===== config.mk =====
export PLATFORM = sky130hd
export DESIGN_NAME = mtp_cfg_regs
export DESIGN_NICKNAME = d
export VERILOG_FILES = /design/src/sv/mtp_pkg.sv /design/src/sv/mtp_cfg_regs.sv
export SDC_FILE = /design/constraint.sdc
export NUM_CORES = 1
export LEC_CHECK = 0
export ABC_AREA = 1
export CORE_MARGIN = 8
export CORE_UTILIZATION = 60
export CTS_BUF_LIST = sky130_fd_sc_hd__clkbuf_8 sky130_fd_sc_hd__clkbuf_16
export CTS_CLUSTER_SIZE = 28
export DETAILED_ROUTE_END_ITERATION = 8
export DONT_BUFFER_PORTS = 1
export PLACE_DENSITY_LB_ADDON = 0.3
export RECOVER_POWER = 50
export SLEW_MARGIN = 10
export SYNTH_ARGS = -nofsm -noshare
export SYNTH_HDL_FRONTEND = slang
export SYNTH_SLANG_ARGS = --single-unit

===== constraint.sdc =====
create_clock -name clk -period 1.9 [get_ports clk]
set_input_delay 0.475 -clock clk [delete_from_list [all_inputs] [get_ports clk]]
set_output_delay 0.475 -clock clk [all_outputs]
set_load 0.05 [all_outputs]

===== src/sv/mtp_pkg.sv =====
package mtp_pkg;

  localparam int COORD_W = 32;
  localparam int FRAC_W  = 16;
  localparam int CNT_W   = 11;
  localparam int IDX_W   = 4;

  // Arithmetic widths.
  localparam int PROD_W  = 2 * COORD_W;
  localparam int NUM_W   = PROD_W + 2;
  localparam int HALF_W  = NUM_W / 2;
  localparam int WPROD_W = 2 * NUM_W;
  localparam int SUM_W   = WPROD_W + 1;
  localparam int QUO_W   = COORD_W + 1;
  localparam int N_DIV   = QUO_W;
  localparam int REM_W   = SUM_W + QUO_W - 1;

  // Pipeline stage numbers.
  localparam int ST_COMB = 5;
  localparam int ST_ABS  = 6;
  localparam int ST_LAST = ST_ABS + N_DIV;

  // Register indexes.
  localparam logic [IDX_W-1:0] REG_A_RE = IDX_W'(0);
  localparam logic [IDX_W-1:0] REG_A_IM = IDX_W'(1);
  localparam logic [IDX_W-1:0] REG_B_RE = IDX_W'(2);
  localparam logic [IDX_W-1:0] REG_B_IM = IDX_W'(3);
  localparam logic [IDX_W-1:0] REG_C_RE = IDX_W'(4);
  localparam logic [IDX_W-1:0] REG_C_IM = IDX_W'(5);
  localparam logic [IDX_W-1:0] REG_D_RE = IDX_W'(6);
  localparam logic [IDX_W-1:0] REG_D_IM = IDX_W'(7);

  // Marker values of an invalid pixel.
  localparam longint MARK_RAW = -(longint'(1000) <<< FRAC_W);
  localparam longint COORD_LO = -(longint'(1) <<< (COORD_W - 1));
  localparam logic signed [COORD_W-1:0] MARK_COORD =
    COORD_W'((MARK_RAW < COORD_LO) ? COORD_LO : MARK_RAW);
  localparam logic signed [CNT_W-1:0] MARK_CNT = CNT_W'(-1000);

  typedef struct packed {
    logic signed [COORD_W-1:0] a_re;
    logic signed [COORD_W-1:0] a_im;
    logic signed [COORD_W-1:0] b_re;
    logic signed [COORD_W-1:0] b_im;
    logic signed [COORD_W-1:0] c_re;
    logic signed [COORD_W-1:0] c_im;
    logic signed [COORD_W-1:0] d_re;
    logic signed [COORD_W-1:0] d_im;
  } coef_t;

  typedef struct packed {
    logic signed [CNT_W-1:0] count;
    logic                    inv;
    logic                    pole;
    logic                    neg_re;
    logic                    neg_im;
  } side_t;

endpackage


===== src/sv/mtp_cfg_regs.sv =====
module mtp_cfg_regs (
  input  logic                         clk,
  input  logic                         rst_n,
  input  logic                         cfg_we,
  input  logic [mtp_pkg::IDX_W-1:0]    cfg_idx,
  input  logic [mtp_pkg::COORD_W-1:0]  cfg_wdata,
  output mtp_pkg::coef_t               coef
);
  import mtp_pkg::*;

  coef_t coef_r;
  coef_t coef_nxt;

  always_comb begin
    coef_nxt = coef_r;
    if (cfg_we) begin
      unique case (cfg_idx)
        REG_A_RE: coef_nxt.a_re = cfg_wdata;
        REG_A_IM: coef_nxt.a_im = cfg_wdata;
        REG_B_RE: coef_nxt.b_re = cfg_wdata;
        REG_B_IM: coef_nxt.b_im = cfg_wdata;
        REG_C_RE: coef_nxt.c_re = cfg_wdata;
        REG_C_IM: coef_nxt.c_im = cfg_wdata;
        REG_D_RE: coef_nxt.d_re = cfg_wdata;
        REG_D_IM: coef_nxt.d_im = cfg_wdata;
        default:  coef_nxt = coef_r;
      endcase
    end
  end

  always_ff @(posedge clk) begin
    if (!rst_n) begin
      coef_r <= '0;
    end else begin
      coef_r <= coef_nxt;
    end
  end

  assign coef = coef_r;

endmodule


==> reports/results.ini <==
[status]
status = finished, final reports clean

[cts]
h-tree-depth = 1
cts_resized = 0
numCtsBuffers = 26
root_buffer = clkbuf_16
clkLatencyLatePin_ns = 0.52
clk_path_buf_depth = 3
cts_tree = done
ctsHoldBuffers = 0
postCtsSetupBuffers = 0
clkSlewWorstSetupHoldPaths_ns = 0.07
cts_sinks = 256

[cells_and_area]
largest_register_ffs = 256
nets = 1483
antenna_cells = 0
drive_above_1_share_pct = 4.31
fin_cells = 1681
final_cell_mix = 515 x nor2_1, 452 x nand2_1, 256 x dfxtp_1
syn_to_final_growth_pct = 8.19
layout_commonest_cell = nor2_1

[floorplan]
die-area_um2 = 21200
rows = 47
initial_core_util_pct = 61.1
die_h_um = 146
pin_count = 295
core-area_um2 = 16500
chipWidth_um = 146

[worst_setup_path]
r2r-start = coef[156]
setup.worst_path.end_class = output pin
critPathArrivalTime_ns = 1.25
r2r_slack_ns = 0.81
r2r_cells = 4
required_ns = 1.42
worstReg2RegEnd = coef[156]
worstPathMaxFanout = 2
crit_type = flop to output pin
cp-start-kind = flop

[power]
switchingPower_mw = 2.96
p_leak_nw = 5.10
p_clk_share_pct = 43.1
ir_drop_mv = 0.760
intPower_mw = 8.50
power_mw = 11.5
p_sw_share_pct = 25.8
p_comb_share_pct = 4.6
p_per_area_nw_per_um2 = 1050
seqPwrFrac_pct = 52.3

[routing]
drt_first_iter_violations = 824
post_drt_wl_per_cell_um = 17.4
remaining_drc_errors = 0
antenna_left = 0
vias_per_cell = 5.16
routed_wl_mm = 29.3
num_vias = 8672
firstDrtPassIters = 8

[timing]
fin_crit_sh_pct = 90.9
fin_skew_ns = 0
tightestPinTransition_ns = 1.04
fmax_mhz = 579
drv_slew = 0
period_needed_ns = 1.73
rsz0062_at_grt = false
maxSlewHeadroom_pct = 30.9
setup_violations = 0
final-hold-violation-count = 0
finalSetupTns_ns = 0

[grt]
antenna_found_initial = 0
grt.total_usage_pct = 26.1
grt_use_met1_pct = 30.7
use_met2_pct = 41.6
grt_pass1_wl_mm = 44.9
grt-ovfl-total = 0
grt_pass1_vias = 7802
grt_max_degree = 257
use_met3_pct = 11.4
gr-max-usage-layer = met2

[synthesis]
syn_area_um2 = 10100
ys_ff_latch = 256
synth_cells = 1488
syn-num-nets = 1527
synth_top_area_cell = dfxtp_1
synth.avg_cell_area_um2 = 6.78
seq_area_frac_synth_pct = 50.8
yosys_warnings = 0
netlist.area_leader.share_pct = 50.8
synth_area_leaders = dfxtp_1 51%, nor2_1 19%, nand2_1 17%
yosysUniqueCellTypes = 14

[worst_hold_path]
hold_path.class = input port to flop
whs_path_depth = 2
min_from = rst_n
whs_endpoint = coef[142]

[placement]
placement.io_buffers = 0
hpwl_mm = 20.1
place_inst = 1636
place_congestion = 0.859

[run]
maxCapViolations = 0

-- layer usage --
layer / share of wire [%] / wire, um
met5: 0 / 0
met3: 13 / 3820
met1: 38 / 11200
met2: 46 / 13300
met4: 3.1 / 908
-- how the worst max path moves through the flow --
stage,from,endpoint,slack (ns),depth (start not counted)
after global placement,cfg_idx[3],coef[62],0.39,7
after floorplan,cfg_idx[3],coef[177],0.47,6
after global routing,cfg_idx[3],coef[121],0.10,7
after detailed placement,cfg_idx[3],coef[95],0.36,7
after CTS,coef[156],coef[156],0.16,0
final,coef[156],coef[156],0.17,0
-- synth_stat cells --
library cell    n
buf_1           9
buf_2          29
buf_4          16
clkbuf_1       36
dfxtp_1       256
inv_1         100
nand2_1       452
nand3_1         1
nand3_2         1
nand3_4         1
nand3b_1        1
nand4_1        64
nor2_1        518
nor2_8          4
-- cell families after synthesis --
kind of cell | Yosys count | synth area share, %
DFF | 256 | 50.8
and+or+nand+nor | 1042 | 41.2
buffers and inverters | 190 | 8.02
-- power groups by stage --
stage / Combinational (mW) / Sequential [mW] / Clock [mW]
3_3_place_gp: 0.511 / 6.12 / 0
3_5_place_dp: 0.527 / 6.12 / 0
6_report: 0.528 / 6.00 / 4.94
5_1_grt: 0.599 / 6.01 / 5.20
2_1_floorplan: 0.489 / 6.07 / 0
4_1_cts: 0.530 / 6.00 / 4.97
-- cell type report --
type	instances	area, um2
clock buffer	31	731
clock inverter	14	93.8
fill	1448	5600
inverter	100	375
multi-input combinational	1042	4170
sequential	256	5120
tap	220	275
timing repair buffer	18	156
-- per-stage QoR --
step                util (%)  cell area, um2  setup WS (ns)  hold WS (ns)
global placement        61.5           10200          0.395         0.611
global route            66.1           10900          0.105        0.0724
CTS                     66.5           11000          0.164        0.0707
detailed placement      61.5           10200          0.360         0.618
floorplan                  -           10100          0.466         0.610
finish                  66.1           10900          0.173        0.0650
No activity file was read; power rests on OpenSTA's default activity.
